<file path="config.mk">
export PLATFORM = sky130hd
export DESIGN_NAME = prs_rotate
export DESIGN_NICKNAME = d
export VERILOG_FILES = /design/src/rtl/prs_pkg.sv /design/src/rtl/prs_rotate.sv
export SDC_FILE = /design/constraint.sdc
export NUM_CORES = 2
export LEC_CHECK = 0
export ABC_AREA = 1
export BUFFER_PORTS_ARGS = -buffer_cell sky130_fd_sc_hd__buf_2
export CAP_MARGIN = 10
export CORE_UTILIZATION = 28
export DETAILED_ROUTE_END_ITERATION = 6
export GPL_TIMING_DRIVEN = 0
export PLACE_DENSITY = 0.38
export SLEW_MARGIN = 20
export SYNTH_ARGS = -nofsm -noshare
export SYNTH_HDL_FRONTEND = slang
export SYNTH_SLANG_ARGS = --single-unit
</file>
<file path="constraint.sdc">
create_clock -name clk_i -period 10.95 [get_ports clk_i]
set_input_delay 0.5475 -clock clk_i [delete_from_list [all_inputs] [get_ports clk_i]]
set_output_delay 0.5475 -clock clk_i [all_outputs]
set_load 0.01 [all_outputs]
</file>
<file path="src/rtl/prs_pkg.sv">
package prs_pkg;

  // Fixed-point formats. Coordinates carry their own fraction bits, but they all
  // share one format, so only the trig and scale fractions shape the datapath.
  localparam int unsigned CoordW         = 16;
  localparam int unsigned ScaleW         = 16;
  localparam int unsigned AngleW         = 9;
  localparam int unsigned TRIG_FRAC_BITS = 14;
  localparam int unsigned SCALE_FRAC_BITS = 8;
  localparam int unsigned TrigW          = TRIG_FRAC_BITS + 2;
  localparam int unsigned MagW           = TRIG_FRAC_BITS + 1;
  localparam int unsigned ProdW          = TrigW + CoordW;
  localparam int unsigned DiffW          = ProdW + 1;
  localparam int unsigned ScaledW        = DiffW + ScaleW;
  localparam int unsigned SumW           = ScaledW + 1;
  localparam int unsigned FinalShift     = TRIG_FRAC_BITS + SCALE_FRAC_BITS;
  localparam int unsigned RoundW         = SumW - FinalShift;

  // The sine table is stored in Q1.14 and moved to the trig format on lookup.
  // A finer format shifts it up; a coarser one rounds its magnitude half up.
  localparam int unsigned TableFrac      = 14;
  localparam int unsigned TableW         = TableFrac + 1;
  localparam int unsigned TrigUpShift    =
    (TRIG_FRAC_BITS >= TableFrac) ? TRIG_FRAC_BITS - TableFrac : 0;
  localparam int unsigned TrigDownShift  =
    (TRIG_FRAC_BITS < TableFrac) ? TableFrac - TRIG_FRAC_BITS : 0;
  localparam int unsigned TrigWideW      = TableW + TrigUpShift + 1;
  localparam logic [TrigWideW-1:0] TrigHalf = TrigWideW'((1 << TrigDownShift) >> 1);

  // Configuration register indexes.
  typedef enum logic [2:0] {
    RegScaleX   = 3'd0,
    RegScaleY   = 3'd1,
    RegPivotX   = 3'd2,
    RegPivotY   = 3'd3,
    RegAngleDeg = 3'd4
  } cfg_reg_e;

  // Configuration seen by the datapath.
  typedef struct packed {
    logic signed [ScaleW-1:0] scale_x;
    logic signed [ScaleW-1:0] scale_y;
    logic signed [CoordW-1:0] pivot_x;
    logic signed [CoordW-1:0] pivot_y;
    logic        [AngleW-1:0] angle_deg;
  } cfg_t;

  // Quarter-wave sine table, Q1.14, one entry per whole degree.
  localparam logic [TableW-1:0] QuarterSine [0:90] = '{
    15'd0, 15'd286, 15'd572, 15'd857, 15'd1143, 15'd1428, 15'd1713, 15'd1997,
    15'd2280, 15'd2563, 15'd2845, 15'd3126, 15'd3406, 15'd3686, 15'd3964,
    15'd4240, 15'd4516, 15'd4790, 15'd5063, 15'd5334, 15'd5604, 15'd5872,
    15'd6138, 15'd6402, 15'd6664, 15'd6924, 15'd7182, 15'd7438, 15'd7692,
    15'd7943, 15'd8192, 15'd8438, 15'd8682, 15'd8923, 15'd9162, 15'd9397,
    15'd9630, 15'd9860, 15'd10087, 15'd10311, 15'd10531, 15'd10749, 15'd10963,
    15'd11174, 15'd11381, 15'd11585, 15'd11786, 15'd11982, 15'd12176,
    15'd12365, 15'd12551, 15'd12733, 15'd12911, 15'd13085, 15'd13255,
    15'd13421, 15'd13583, 15'd13741, 15'd13894, 15'd14044, 15'd14189,
    15'd14330, 15'd14466, 15'd14598, 15'd14726, 15'd14849, 15'd14968,
    15'd15082, 15'd15191, 15'd15296, 15'd15396, 15'd15491, 15'd15582,
    15'd15668, 15'd15749, 15'd15826, 15'd15897, 15'd15964, 15'd16026,
    15'd16083, 15'd16135, 15'd16182, 15'd16225, 15'd16262, 15'd16294,
    15'd16322, 15'd16344, 15'd16362, 15'd16374, 15'd16382, 15'd16384
  };

  // Sine of an angle in 0..359 degrees, folded onto the quarter wave.
  function automatic logic signed [TrigW-1:0] sine_deg(input logic [AngleW-1:0] a);
    logic [AngleW-1:0]    idx;
    logic                 neg;
    logic [MagW-1:0]      mag;
    logic [TrigWideW-1:0] wide;
    if (a <= AngleW'(90)) begin
      idx = a;
      neg = 1'b0;
    end else if (a <= AngleW'(180)) begin
      idx = AngleW'(180) - a;
      neg = 1'b0;
    end else if (a <= AngleW'(270)) begin
      idx = a - AngleW'(180);
      neg = 1'b1;
    end else begin
      idx = AngleW'(360) - a;
      neg = 1'b1;
    end
    wide = (TrigWideW'(QuarterSine[idx[6:0]]) << TrigUpShift) + TrigHalf;
    mag  = MagW'(wide >> TrigDownShift);
    sine_deg = neg ? -$signed({1'b0, mag}) : $signed({1'b0, mag});
  endfunction

endpackage

</file>
<file path="src/rtl/prs_rotate.sv">
module prs_rotate (
  input  logic                                 clk_i,
  input  logic                                 rst_ni,
  input  prs_pkg::cfg_t                        cfg_i,
  input  logic                                 in_valid_i,
  output logic                                 in_ready_o,
  input  logic signed [prs_pkg::CoordW-1:0]    point_x_i,
  input  logic signed [prs_pkg::CoordW-1:0]    point_y_i,
  output logic                                 out_valid_o,
  input  logic                                 out_ready_i,
  output logic signed [prs_pkg::DiffW-1:0]     dx_o,
  output logic signed [prs_pkg::DiffW-1:0]     dy_o
);

  logic [prs_pkg::AngleW-1:0]         ang_red;
  logic [prs_pkg::AngleW:0]           cos_sum;
  logic [prs_pkg::AngleW-1:0]         cos_ang;
  logic                               en_a, en_b, en_c;
  logic                               va_q, vb_q, vc_q;
  logic signed [prs_pkg::CoordW-1:0]  x_q, y_q;
  logic signed [prs_pkg::TrigW-1:0]   sin_q, cos_q;
  logic signed [prs_pkg::ProdW-1:0]   cx_q, sy_q, sx_q, cy_q;
  logic signed [prs_pkg::DiffW-1:0]   dx_q, dy_q;
  logic signed [prs_pkg::DiffW-1:0]   pivx_term, pivy_term;

  // Stage enables: a stage loads when it is empty or its content moves on.
  assign en_c       = !vc_q || out_ready_i;
  assign en_b       = !vb_q || en_c;
  assign en_a       = !va_q || en_b;
  assign in_ready_o = en_a;

  // Angle reduction and the cosine angle, a quarter turn ahead.
  always_comb begin
    ang_red = (cfg_i.angle_deg >= prs_pkg::AngleW'(360))
            ? cfg_i.angle_deg - prs_pkg::AngleW'(360) : cfg_i.angle_deg;
    cos_sum = {1'b0, ang_red} + (prs_pkg::AngleW + 1)'(90);
    cos_ang = (cos_sum >= (prs_pkg::AngleW + 1)'(360))
            ? prs_pkg::AngleW'(cos_sum - (prs_pkg::AngleW + 1)'(360))
            : prs_pkg::AngleW'(cos_sum);
  end

  // Pivot moved into the product format of the rotation stage.
  assign pivx_term = $signed({{(prs_pkg::DiffW - prs_pkg::CoordW - prs_pkg::TRIG_FRAC_BITS)
                               {cfg_i.pivot_x[prs_pkg::CoordW-1]}},
                              cfg_i.pivot_x, {prs_pkg::TRIG_FRAC_BITS{1'b0}}});
  assign pivy_term = $signed({{(prs_pkg::DiffW - prs_pkg::CoordW - prs_pkg::TRIG_FRAC_BITS)
                               {cfg_i.pivot_y[prs_pkg::CoordW-1]}},
                              cfg_i.pivot_y, {prs_pkg::TRIG_FRAC_BITS{1'b0}}});

  // Valid bits of the three stages.
  always_ff @(posedge clk_i or negedge rst_ni) begin
    if (!rst_ni) begin
      va_q <= 1'b0;
      vb_q <= 1'b0;
      vc_q <= 1'b0;
    end else begin
      if (en_a) va_q <= in_valid_i;
      if (en_b) vb_q <= va_q;
      if (en_c) vc_q <= vb_q;
    end
  end

  // Stage A: point and the sine and cosine looked up for it.
  always_ff @(posedge clk_i) begin
    if (en_a && in_valid_i) begin
      x_q   <= point_x_i;
      y_q   <= point_y_i;
      sin_q <= prs_pkg::sine_deg(ang_red);
      cos_q <= prs_pkg::sine_deg(cos_ang);
    end
  end

  // Stage B: the four rotation products.
  always_ff @(posedge clk_i) begin
    if (en_b && va_q) begin
      cx_q <= cos_q * x_q;
      sy_q <= sin_q * y_q;
      sx_q <= sin_q * x_q;
      cy_q <= cos_q * y_q;
    end
  end

  // Stage C: rotated point relative to the pivot.
  always_ff @(posedge clk_i) begin
    if (en_c && vb_q) begin
      dx_q <= prs_pkg::DiffW'(cx_q) - prs_pkg::DiffW'(sy_q) - pivx_term;
      dy_q <= prs_pkg::DiffW'(sx_q) + prs_pkg::DiffW'(cy_q) - pivy_term;
    end
  end

  assign out_valid_o = vc_q;
  assign dx_o        = dx_q;
  assign dy_o        = dy_q;

endmodule

</file>
==> summary.txt <==
STA
  – Worst Tran Pin Value: 1.29 ns
  – Fin Setup TNS: 0 ns
  – Max Slew Vio Count: 0
  – Unrepaired setup endpoints after global routing: false
  – Period utilisation layout: 82.7%
  – Final setup fails: 0
  – Rel. slew slack: between 10% and 20%
  – Period minus WS final: 9.05 ns
  – Hold slack: 0.110 ns
  – Setup WS post-layout: 1.90 ns
  – Skew final: 0.0322 ns
  – Highest clock rate: about 0.11 GHz
  – Final Hold Viols: 0

CTS
  – Worst skew pair latency: 0.62 ns
  – Num Clock Sinks: 261
  – CTS clock-pin slew for the worst setup and hold paths: approximately 0.06 ns
  – CTS tree: yes
  – Maximum buffer depth of the clock tree: 3
  – CTS Root Cell: clkbuf_16
  – Htree depth: 2
  – Num CTS Buffers: 38
  – Cts repair resizes: 0

Route
  – First drt pass iteration count: 5
  – Violation count after the first detailed-routing iteration: 2,530
  – Top Layer Used: met5
  – DRT met1 WL: 95.7 mm
  – Met3 wire len: approximately 8.9 mm
  – DRC: 0
  – Detail Route met2 WL: ~100 mm
  – Routed WL: around 210 mm
  – Avg Vias per Cell: 4.53
  – Post-DRT Antenna Nets: 0
  – Routed len/inst: 22.1 microns
  – Vias after detailed routing: between 40k and 50k

Final layout
  – Design Area, Final: 0.0622 sq mm
  – Register area: between 0.007 and 0.008 sq mm
  – Layout fillers: 21.6k
  – Area Overhead vs Synth: 9.66%
  – Nets@finish: ~8.5k
  – Layout cells sized above 1: 5.59%
  – Area of the multi-input gates: between 0.04 and 0.05 sq mm

Floorplan
  – Std-Cell Rows: 164
  – Die height: 452 microns
  – Io pins: 177
  – Starting density of the core: about 28%
  – Area of the core: 0.200 sq mm
  – Die area: roughly 0.2 sq mm
  – Die W: between 400 and 500 microns

Setup path
  – Critical path arrival: 9.33 ns
  – Slowest-stage cell, CP: clkbuf_1
  – Worst Reg-to-Reg Cells: 31
  – Critical Setup Path Class: reg -> reg
  – CP Launch Type: register
  – Crit-path max cell delay: between 0.8 and 0.9 ns
  – Critical path buffers and inverters: 6
  – Crit. path cell count: 31
  – Worst setup EP type: register
  – WP data required: 11.22 ns
  – Top delay family on crit path: adder cells
  – Crit path max fanout: 10

Synth
  – Yosys Warn Count: 0
  – Synth Register Bits: 261
  – Largest area contributor in the netlist: fa_1
  – Number of synthesized flops with an enable pin: 258
  – Syn Area/Cell: about 8.5 sq um
  – Async set or reset register ratio after synthesis: roughly 1.1%
  – Yosys top cell area share: about two fifths
  – Mapped Nets: 8,356
  – Sequential element share of the synthesized area: between 10% and 20%
  – Main synth FF type: edfxtp_1
  – Synth top area cells: fa_1, edfxtp_1, inv_1
  – Mapped cell area: 0.0567 sq mm
  – Post-Synthesis Cells: approximately 6.7k
  – Yosys cell types: 58

Place
  – Pre-CTS setup slack: 1.71 ns
  – Placed cell area: 0.0609 sq mm
  – HPWL after DPL: about 180 mm
  – I/O Buffers: 143
  – Final Wtd Congestion: 0.896

Flow run
  – Max-cap violation count: 0

GRT
  – Grt ovf: 0
  – Vias in the first global route: 46.9k
  – First-pass GRT wire length: 313 mm
  – All-Layer GR Usage: a little over a fifth
  – Largest net degree at the start of global routing: a little over 90
  – Initial antenna violation count: 19

Hold path
  – Hold path cells: 1
  – Class of the worst hold path: in -> reg

Run status
  – Status: finished, final reports clean
## cells in the final DEF (no fill, tap or decap), types with 11 or more instances in the layout
cell | synthesis | layout
xor2_1 | 173 | 172
o21bai_1 | 12 | 12
a211oi_1 | 11 | 11
nand3_1 | 203 | 203
nor2_2 | 14 | 14
clkbuf_16 | 0 | 39
a31oi_1 | 22 | 22
inv_1 | 1949 | 1947
nand4_1 | 26 | 26
nor2_1 | 130 | 130
ha_1 | 453 | 453
o211ai_1 | 23 | 23
xnor2_1 | 75 | 75
clkbuf_1 | 205 | 181
nand2_2 | 43 | 43
clkbuf_2 | 0 | 29
buf_2 | 14 | 157
nand2_4 | 13 | 13
edfxtp_1 | 258 | 258
fa_1 | 1086 | 1086
inv_2 | 17 | 17
a21oi_1 | 219 | 218
nand2_1 | 1520 | 1520
o21ai_0 | 121 | 121
o21ai_1 | 12 | 12
nand3_2 | 14 | 14
## final timing paths
check,startpoint,endpoint,slack (ns)
worst max-delay path,x_q[5],cx_q[30],1.90
worst min-delay path,point_x_i[4],x_q[4],0.11
worst max register to register,x_q[5],cx_q[30],1.90
worst min register to register,vb_q,out_valid_o,0.49
max in group asynchronous,rst_ni,vb_q,10.58
min in group asynchronous,rst_ni,va_q,0.26
## sequential cells by signal, indices dropped and copies added (netlist names)
name	cells
sy_q	32
dy_o	33
sx_q	32
cy_q	32
dx_o	33
va_q	1
vb_q	1
sin_q	16
cx_q	32
cos_q	16
y_q	16
out_valid_o	1
x_q	16
## per-layer routing
| metal | global-route usage (%) | up-vias |
|---|---|---|
| li1 | - | 20000 |
| met1 | 28.3 | 22200 |
| met2 | 35.7 | 993 |
| met3 | 2.07 | 223 |
| met4 | 5.93 | 4 |
| met5 | 0 | - |
## synthesized netlist by cell type (all sizes together) (3+ instances only)
master and n:
a211oi 11, a21o 10, a21oi 221, a22oi 4
a31oi 22, buf 34, clkbuf 205, dfrtp 3
edfxtp 258, fa 1086, ha 453, inv 1966
nand2 1577, nand3 218, nand3b 3, nand4 26
nor2 147, nor3 7, o211ai 23, o21ai 138
o21bai 12, o221ai 5, o31ai 8, or2 6
xnor2 75, xor2 175
## cells by family (layout without fill, tap and decap cells)
group	Yosys count	count (layout)	synth area share, %
buf+inv	2205	2421	14.8
simple gates	1987	1987	14.5
fa+ha+maj	1539	1539	48.4
compound gates	466	466	4.64
flops	261	261	13.8
xor+xnor	250	250	3.89
other cells	0	3	0
## cell type report
type / count / share of cell area [%]
inverters: 1966 / 11.9
well taps: 2656 / 5.35
multi-input cells: 4242 / 65.1
repair buffers: 149 / 1.39
clock inverters: 23 / 0.356
diodes: 3 / 0.0121
flip-flops and latches: 261 / 12.6
plain buffers: 239 / 1.71
clock buffers: 44 / 1.60
## timing repair
item / CTS / global route
setup buffers: 0 / 0
hold endpoints to repair: 3 / 0
setup endpoints to repair: 0 / 0
hold buffers: 1 / 0
## metrics by stage
stage	util, %	cells
final	31.0	9583
after global routing	31.0	9580
after CTS	31.0	9580
after detailed placement	30.4	9512
after global placement	30.3	9507
after floorplan	-	6708
Power is not shown: default switching activity piles up to over one toggle a cycle in this logic, so the estimate is an artifact.
