===== src/rtl/prs_pkg.sv =====
package prs_pkg;

  // Fixed-point formats. Coordinates carry their own fraction bits, but they all
  // share one format, so only the trig and scale fractions shape the datapath.
  localparam int unsigned CoordW         = 16;
  localparam int unsigned ScaleW         = 16;
  localparam int unsigned AngleW         = 9;
  localparam int unsigned TRIG_FRAC_BITS = 14;
  localparam int unsigned SCALE_FRAC_BITS = 8;
  localparam int unsigned TrigW          = TRIG_FRAC_BITS + 2;
  localparam int unsigned MagW           = TRIG_FRAC_BITS + 1;
  localparam int unsigned ProdW          = TrigW + CoordW;
  localparam int unsigned DiffW          = ProdW + 1;
  localparam int unsigned ScaledW        = DiffW + ScaleW;
  localparam int unsigned SumW           = ScaledW + 1;
  localparam int unsigned FinalShift     = TRIG_FRAC_BITS + SCALE_FRAC_BITS;
  localparam int unsigned RoundW         = SumW - FinalShift;

  // The sine table is stored in Q1.14 and moved to the trig format on lookup.
  // A finer format shifts it up; a coarser one rounds its magnitude half up.
  localparam int unsigned TableFrac      = 14;
  localparam int unsigned TableW         = TableFrac + 1;
  localparam int unsigned TrigUpShift    =
    (TRIG_FRAC_BITS >= TableFrac) ? TRIG_FRAC_BITS - TableFrac : 0;
  localparam int unsigned TrigDownShift  =
    (TRIG_FRAC_BITS < TableFrac) ? TableFrac - TRIG_FRAC_BITS : 0;
  localparam int unsigned TrigWideW      = TableW + TrigUpShift + 1;
  localparam logic [TrigWideW-1:0] TrigHalf = TrigWideW'((1 << TrigDownShift) >> 1);

  // Configuration register indexes.
  typedef enum logic [2:0] {
    RegScaleX   = 3'd0,
    RegScaleY   = 3'd1,
    RegPivotX   = 3'd2,
    RegPivotY   = 3'd3,
    RegAngleDeg = 3'd4
  } cfg_reg_e;

  // Configuration seen by the datapath.
  typedef struct packed {
    logic signed [ScaleW-1:0] scale_x;
    logic signed [ScaleW-1:0] scale_y;
    logic signed [CoordW-1:0] pivot_x;
    logic signed [CoordW-1:0] pivot_y;
    logic        [AngleW-1:0] angle_deg;
  } cfg_t;

  // Quarter-wave sine table, Q1.14, one entry per whole degree.
  localparam logic [TableW-1:0] QuarterSine [0:90] = '{
    15'd0, 15'd286, 15'd572, 15'd857, 15'd1143, 15'd1428, 15'd1713, 15'd1997,
    15'd2280, 15'd2563, 15'd2845, 15'd3126, 15'd3406, 15'd3686, 15'd3964,
    15'd4240, 15'd4516, 15'd4790, 15'd5063, 15'd5334, 15'd5604, 15'd5872,
    15'd6138, 15'd6402, 15'd6664, 15'd6924, 15'd7182, 15'd7438, 15'd7692,
    15'd7943, 15'd8192, 15'd8438, 15'd8682, 15'd8923, 15'd9162, 15'd9397,
    15'd9630, 15'd9860, 15'd10087, 15'd10311, 15'd10531, 15'd10749, 15'd10963,
    15'd11174, 15'd11381, 15'd11585, 15'd11786, 15'd11982, 15'd12176,
    15'd12365, 15'd12551, 15'd12733, 15'd12911, 15'd13085, 15'd13255,
    15'd13421, 15'd13583, 15'd13741, 15'd13894, 15'd14044, 15'd14189,
    15'd14330, 15'd14466, 15'd14598, 15'd14726, 15'd14849, 15'd14968,
    15'd15082, 15'd15191, 15'd15296, 15'd15396, 15'd15491, 15'd15582,
    15'd15668, 15'd15749, 15'd15826, 15'd15897, 15'd15964, 15'd16026,
    15'd16083, 15'd16135, 15'd16182, 15'd16225, 15'd16262, 15'd16294,
    15'd16322, 15'd16344, 15'd16362, 15'd16374, 15'd16382, 15'd16384
  };

  // Sine of an angle in 0..359 degrees, folded onto the quarter wave.
  function automatic logic signed [TrigW-1:0] sine_deg(input logic [AngleW-1:0] a);
    logic [AngleW-1:0]    idx;
    logic                 neg;
    logic [MagW-1:0]      mag;
    logic [TrigWideW-1:0] wide;
    if (a <= AngleW'(90)) begin
      idx = a;
      neg = 1'b0;
    end else if (a <= AngleW'(180)) begin
      idx = AngleW'(180) - a;
      neg = 1'b0;
    end else if (a <= AngleW'(270)) begin
      idx = a - AngleW'(180);
      neg = 1'b1;
    end else begin
      idx = AngleW'(360) - a;
      neg = 1'b1;
    end
    wide = (TrigWideW'(QuarterSine[idx[6:0]]) << TrigUpShift) + TrigHalf;
    mag  = MagW'(wide >> TrigDownShift);
    sine_deg = neg ? -$signed({1'b0, mag}) : $signed({1'b0, mag});
  endfunction

endpackage


===== src/rtl/prs_scale.sv =====
module prs_scale (
  input  logic                                 clk_i,
  input  logic                                 rst_ni,
  input  prs_pkg::cfg_t                        cfg_i,
  input  logic                                 in_valid_i,
  output logic                                 in_ready_o,
  input  logic signed [prs_pkg::DiffW-1:0]     dx_i,
  input  logic signed [prs_pkg::DiffW-1:0]     dy_i,
  output logic                                 out_valid_o,
  input  logic                                 out_ready_i,
  output logic signed [prs_pkg::CoordW-1:0]    out_x_o,
  output logic signed [prs_pkg::CoordW-1:0]    out_y_o,
  output logic                                 overflow_o
);

  localparam int unsigned PadW = prs_pkg::SumW - prs_pkg::CoordW - prs_pkg::FinalShift;

  logic                                en_d, en_e;
  logic                                vd_q, ve_q;
  logic signed [prs_pkg::ScaledW-1:0]  mx_q, my_q;
  logic signed [prs_pkg::SumW-1:0]     sum_x, sum_y;
  logic signed [prs_pkg::RoundW-1:0]   rnd_x, rnd_y;
  logic signed [prs_pkg::CoordW-1:0]   sat_x, sat_y;
  logic                                ovf_x, ovf_y;
  logic signed [prs_pkg::CoordW-1:0]   out_x_q, out_y_q;
  logic                                ovf_q;

  localparam logic signed [prs_pkg::RoundW-1:0] MaxR =
    prs_pkg::RoundW'((1 << (prs_pkg::CoordW - 1)) - 1);
  localparam logic signed [prs_pkg::RoundW-1:0] MinR =
    -prs_pkg::RoundW'(1 << (prs_pkg::CoordW - 1));
  localparam logic signed [prs_pkg::SumW-1:0] Half =
    prs_pkg::SumW'(1) << (prs_pkg::FinalShift - 1);

  assign en_e       = !ve_q || out_ready_i;
  assign en_d       = !vd_q || en_e;
  assign in_ready_o = en_d;

  // Add the pivot back, round half up and keep the integer part.
  always_comb begin
    sum_x = prs_pkg::SumW'(mx_q) + Half
          + $signed({{PadW{cfg_i.pivot_x[prs_pkg::CoordW-1]}}, cfg_i.pivot_x,
                     {prs_pkg::FinalShift{1'b0}}});
    sum_y = prs_pkg::SumW'(my_q) + Half
          + $signed({{PadW{cfg_i.pivot_y[prs_pkg::CoordW-1]}}, cfg_i.pivot_y,
                     {prs_pkg::FinalShift{1'b0}}});
    rnd_x = sum_x[prs_pkg::SumW-1:prs_pkg::FinalShift];
    rnd_y = sum_y[prs_pkg::SumW-1:prs_pkg::FinalShift];
  end

  // Saturate each coordinate to the output range.
  always_comb begin
    ovf_x = 1'b1;
    ovf_y = 1'b1;
    if (rnd_x > MaxR) begin
      sat_x = MaxR[prs_pkg::CoordW-1:0];
    end else if (rnd_x < MinR) begin
      sat_x = MinR[prs_pkg::CoordW-1:0];
    end else begin
      sat_x = rnd_x[prs_pkg::CoordW-1:0];
      ovf_x = 1'b0;
    end
    if (rnd_y > MaxR) begin
      sat_y = MaxR[prs_pkg::CoordW-1:0];
    end else if (rnd_y < MinR) begin
      sat_y = MinR[prs_pkg::CoordW-1:0];
    end else begin
      sat_y = rnd_y[prs_pkg::CoordW-1:0];
      ovf_y = 1'b0;
    end
  end

  always_ff @(posedge clk_i or negedge rst_ni) begin
    if (!rst_ni) begin
      vd_q <= 1'b0;
      ve_q <= 1'b0;
    end else begin
      if (en_d) vd_q <= in_valid_i;
      if (en_e) ve_q <= vd_q;
    end
  end

  // Stage D: scale products.
  always_ff @(posedge clk_i) begin
    if (en_d && in_valid_i) begin
      mx_q <= prs_pkg::ScaledW'(cfg_i.scale_x) * prs_pkg::ScaledW'(dx_i);
      my_q <= prs_pkg::ScaledW'(cfg_i.scale_y) * prs_pkg::ScaledW'(dy_i);
    end
  end

  // Stage E: output register.
  always_ff @(posedge clk_i) begin
    if (en_e && vd_q) begin
      out_x_q <= sat_x;
      out_y_q <= sat_y;
      ovf_q   <= ovf_x || ovf_y;
    end
  end

  assign out_valid_o = ve_q;
  assign out_x_o     = out_x_q;
  assign out_y_o     = out_y_q;
  assign overflow_o  = ovf_q;

endmodule


===== config.mk =====
export PLATFORM = sky130hd
export DESIGN_NAME = prs_scale
export DESIGN_NICKNAME = d
export VERILOG_FILES = /design/src/rtl/prs_pkg.sv /design/src/rtl/prs_scale.sv
export SDC_FILE = /design/constraint.sdc
export NUM_CORES = 2
export LEC_CHECK = 0
export ABC_AREA = 1
export BUFFER_PORTS_ARGS = -buffer_cell sky130_fd_sc_hd__buf_2
export CAP_MARGIN = 20
export CORE_UTILIZATION = 65
export CTS_CLUSTER_SIZE = 16
export DETAILED_ROUTE_END_ITERATION = 7
export GPL_TIMING_DRIVEN = 0
export PLACE_DENSITY = 0.86
export SLEW_MARGIN = 10
export SYNTH_ARGS = -nofsm -noshare
export SYNTH_HDL_FRONTEND = slang
export SYNTH_SLANG_ARGS = --single-unit
export TNS_END_PERCENT = 10

===== constraint.sdc =====
create_clock -name clk_i -period 6.5 [get_ports clk_i]
set_input_delay 1.95 -clock clk_i [delete_from_list [all_inputs] [get_ports clk_i]]
set_output_delay 1.95 -clock clk_i [all_outputs]
set_load 0.01 [all_outputs]

==> results by group <==
Status
  • Status: complete, but fails checks
  • Failing checks: negative setup slack

Cells and area
  • Fillcell total: 5,141
  • Register Area: 0.002723 mm^2
  • Net count of the finished layout: 7,559
  • Core Util, Final: 75.33%
  • Commonest cells after routing, fill and taps aside: sky130_fd_sc_hd__inv_1, sky130_fd_sc_hd__nand2_1, sky130_fd_sc_hd__fa_1, sky130_fd_sc_hd__ha_1, sky130_fd_sc_hd__nor2_1
  • Area of the multi-input gates: 0.03620 mm^2
  • Growth of design area from synthesis to finish: 14.46%
  • Most common cell after layout, fill and taps aside: sky130_fd_sc_hd__inv_1
  • Final cell area excluding filler cells: 0.05175 mm^2
  • Non-Filler Instances: 7,073
  • Fraction of layout cells with a size suffix above 1: 12.54%

Logic synthesis
  • Number of flops mapped to enable cells by yosys: 89
  • Post-synthesis average cell area: 7.560 um^2
  • Number of instances in the synthesized netlist: 5,981
  • Number of storage elements in the synthesis netlist: 91
  • YS warnings: 0
  • Share of the yosys chip area belonging to registers: 6.021%
  • Synth cell types: 47
  • Share of async-settable or async-resettable flops after synthesis: 2.198%
  • Net count of the mapped netlist: 7,404
  • Post-synth top flop: sky130_fd_sc_hd__edfxtp_1
  • Total standard cell area after synthesis: 0.04522 mm^2

GRT
  • Via count of the first global-routing pass: 41,100
  • Pin count of the biggest net entering global routing: 44
  • GRT Util Overall: 42.82%
  • Initial antenna violation count: 4
  • Total overflow reported by the global router: 0
  • Wire length of the first global-routing pass: 226.4 mm

Timing
  • Final setup violation count: 56
  • Setup total negative slack: -35.30 ns
  • Max transition margin: 43.84%
  • Final hold viol count: 0
  • Setup slack of the critical path after layout: -0.8871 ns
  • Final slew viol count: 0
  • Post-route minimum period: 7.387 ns
  • Slew @ Worst Pin: 0.8424 ns
  • Worst clock skew: 0.01216 ns
  • Maximum clock rate: 135.4 MHz
  • Ratio of final minimum period to clock period: 113.6%
  • RSZ-0062 raised after global routing: yes

Die
  • Top Ports: 178
  • Area of the die: 0.07062 mm^2
  • Chip Width: 265.7 um
  • Vertical die dimension: 265.7 um
  • Number of placement rows: 96
  • Core outline area: 0.06871 mm^2
  • Initial core utilization: 65.81%

Place
  • Port-buffer cells: 87
  • Total cell area at the placement stage: 0.04856 mm^2
  • Placed wire-length estimate after detailed placement: 118.5 mm
  • Total placed cells including tap cells: 7,001
  • Routability cong.: 1.024

Detailed routing
  • Number of detailed-route iterations in the first pass: 6
  • Number of violations reported at the end of detailed-routing iteration 0: 4,042
  • Total met2 wirelength after detailed routing: 63.75 mm
  • Count of vias placed by the detailed router: 39,560
  • Number of nets with antenna violations after detailed routing: 0
  • Met1 Wirelength: 55.66 mm
  • Max Used Layer: met5
  • Vias per std cell: 5.593
  • DRC errors left: 0
  • DR WL/cell: 20.96 um
  • Wire length reported by the detailed router: 148.3 mm
  • Met3 WL: 20.69 mm

Critical path
  • Crit Path Max Fanout: 10
  • Endpoint type of the worst setup path: register
  • Crit Path Category: in -> reg
  • Depth of the most critical reg-to-reg path: 16
  • Reg2Reg Launch Point: mx_q[21]$_DFFE_PP_
  • FF-to-FF setup slack: 3.51 ns
  • CP Data Required Time: 6.65 ns
  • Endpoint of the worst register-to-register path: overflow_o$_DFFE_PP_
  • Arrival time of data at the critical path endpoint: 7.54 ns
  • Element type at the critical path start: input pin

Hold path
  • Hold path depth: 2
  • Worst hold endpoint: out_valid_o$_DFFE_PN0P_
  • Worst min path class: reg -> reg
  • Min-delay src: vd_q$_DFFE_PN0N_

Clock network
  • Hold bufs inserted after CTS: 0
  • Post-CTS clock slew at the launch and capture registers of the worst setup and hold paths: 0.08 ns
  • Clock tree from TritonCTS: built
  • Clock Tree Root: sky130_fd_sc_hd__clkbuf_16
  • Buffer depth of the longest clock path: 2
  • Clock buffer count from CTS: 9
  • Latest clock arrival within the worst-skew pair: 0.36 ns
  • Clk sinks: 91
  • Htree depth: 3

Job
  • Count of max-cap constraint violations: 0
[sequential cells by signal, indices dropped and copies added, names as in the netlist]
signal,count
vd_q,1
my_q,28
out_y_o,16
out_valid_o,1
overflow_o,1
out_x_o,16
mx_q,28
[routing by layer]
metal / track usage (%) / up-vias
li1: - / 17210
met5: 0 / -
met4: 19.94 / 4
met3: 13.55 / 620
met1: 57.25 / 19130
met2: 63.77 / 2595
[cells in the mapped netlist, types with 8 or more instances]
cell type	count	area, um^2
sky130_fd_sc_hd__a21oi_1	176	880.8
sky130_fd_sc_hd__o21a_1	21	157.7
sky130_fd_sc_hd__xnor2_1	34	297.8
sky130_fd_sc_hd__o21ai_0	77	385.4
sky130_fd_sc_hd__nand3_1	97	485.5
sky130_fd_sc_hd__fa_1	1000	20020
sky130_fd_sc_hd__nand2_2	17	106.4
sky130_fd_sc_hd__inv_2	8	30.03
sky130_fd_sc_hd__nor3_1	15	75.07
sky130_fd_sc_hd__clkbuf_1	240	900.9
sky130_fd_sc_hd__nand3_2	14	140.1
sky130_fd_sc_hd__edfxtp_1	89	2673
sky130_fd_sc_hd__ha_1	280	3503
sky130_fd_sc_hd__inv_1	1819	6828
sky130_fd_sc_hd__nand4_1	31	193.9
sky130_fd_sc_hd__a21o_1	9	67.56
sky130_fd_sc_hd__nor2_2	15	93.84
sky130_fd_sc_hd__a211oi_1	8	60.06
sky130_fd_sc_hd__xor2_1	65	569.3
sky130_fd_sc_hd__a31oi_1	14	87.58
sky130_fd_sc_hd__nor2_1	268	1006
sky130_fd_sc_hd__nand2_1	1611	6047
sky130_fd_sc_hd__or2_2	15	93.84
sky130_fd_sc_hd__o21bai_1	8	60.06
[worst max-delay path, cell delays in order]
cell and delay, ns:
sky130_fd_sc_hd__buf_4 0.17, sky130_fd_sc_hd__buf_8 0.18, sky130_fd_sc_hd__nand2_1 0.12, sky130_fd_sc_hd__fa_1 0.59, sky130_fd_sc_hd__inv_2 0.08, sky130_fd_sc_hd__fa_2 0.59, sky130_fd_sc_hd__buf_4 0.21, sky130_fd_sc_hd__fa_1 0.41
sky130_fd_sc_hd__fa_1 0.58, sky130_fd_sc_hd__inv_1 0.07, sky130_fd_sc_hd__fa_1 0.54, sky130_fd_sc_hd__inv_1 0.06, sky130_fd_sc_hd__fa_1 0.54, sky130_fd_sc_hd__ha_4 0.25, sky130_fd_sc_hd__a21oi_2 0.16, sky130_fd_sc_hd__nor3_1 0.07
sky130_fd_sc_hd__a211oi_2 0.25, sky130_fd_sc_hd__o211ai_1 0.15, sky130_fd_sc_hd__a31oi_2 0.21, sky130_fd_sc_hd__xor2_2 0.32
[kinds of logic (layout without fill, tap and decap cells)]
| group | after synthesis | count (layout) | share of synthesized area [%] |
|---|---|---|---|
| DFF | 91 | 91 | 6.021 |
| AOI/OAI and AO/OA | 330 | 330 | 4.057 |
| and+or+nand+nor | 2107 | 2107 | 18.68 |
| buffers and inverters | 2074 | 2234 | 17.30 |
| other | 0 | 1 | 0 |
| adders and majority gates | 1280 | 1280 | 52.02 |
| xor gates and xnor gates | 99 | 99 | 1.918 |
[layout make-up]
type,instances,area share [%]
antenna,1,0.004835
multi-input combinational,3816,69.94
clock inverter,7,0.1330
tap,931,2.251
clock buffer,9,0.4352
timing repair buffer,144,1.910
sequential,91,5.261
buffer,247,6.796
inverter,1827,13.27
[repair_timing]
| item | CTS | global route |
|---|---|---|
| pin swaps | 70 | 45 |
| resized for setup | 429 | 155 |
| setup buffers | 34 | 17 |
| cloned | 3 | 1 |
| endpoints found under the setup margin | 56 | 56 |
[through the flow]
stage                     setup WS, ns  hold slack (ns)
after global placement          -1.605           0.4525
after floorplan                -0.4895           0.4471
after CTS                      -0.6619           0.5128
final                          -0.8871           0.5113
after global routing           -0.9681           0.5402
after detailed placement        -1.657           0.4946
[worst max path at each step]
stage / end / startpoint / slack [ns]
finish: mx_q[48]$_DFFE_PP_ / dx_i[32] / -0.89
global route: mx_q[47]$_DFFE_PP_ / cfg_i[57] / -0.97
CTS: mx_q[48]$_DFFE_PP_ / cfg_i[72] / -0.66
detailed placement: my_q[40]$_DFFE_PP_ / cfg_i[50] / -1.66
global placement: my_q[47]$_DFFE_PP_ / cfg_i[42] / -1.61
floorplan: my_q[38]$_DFFE_PP_ / cfg_i[46] / -0.49
Power is not shown: default switching activity piles up to over one toggle a cycle in this logic, so the estimate is an artifact.
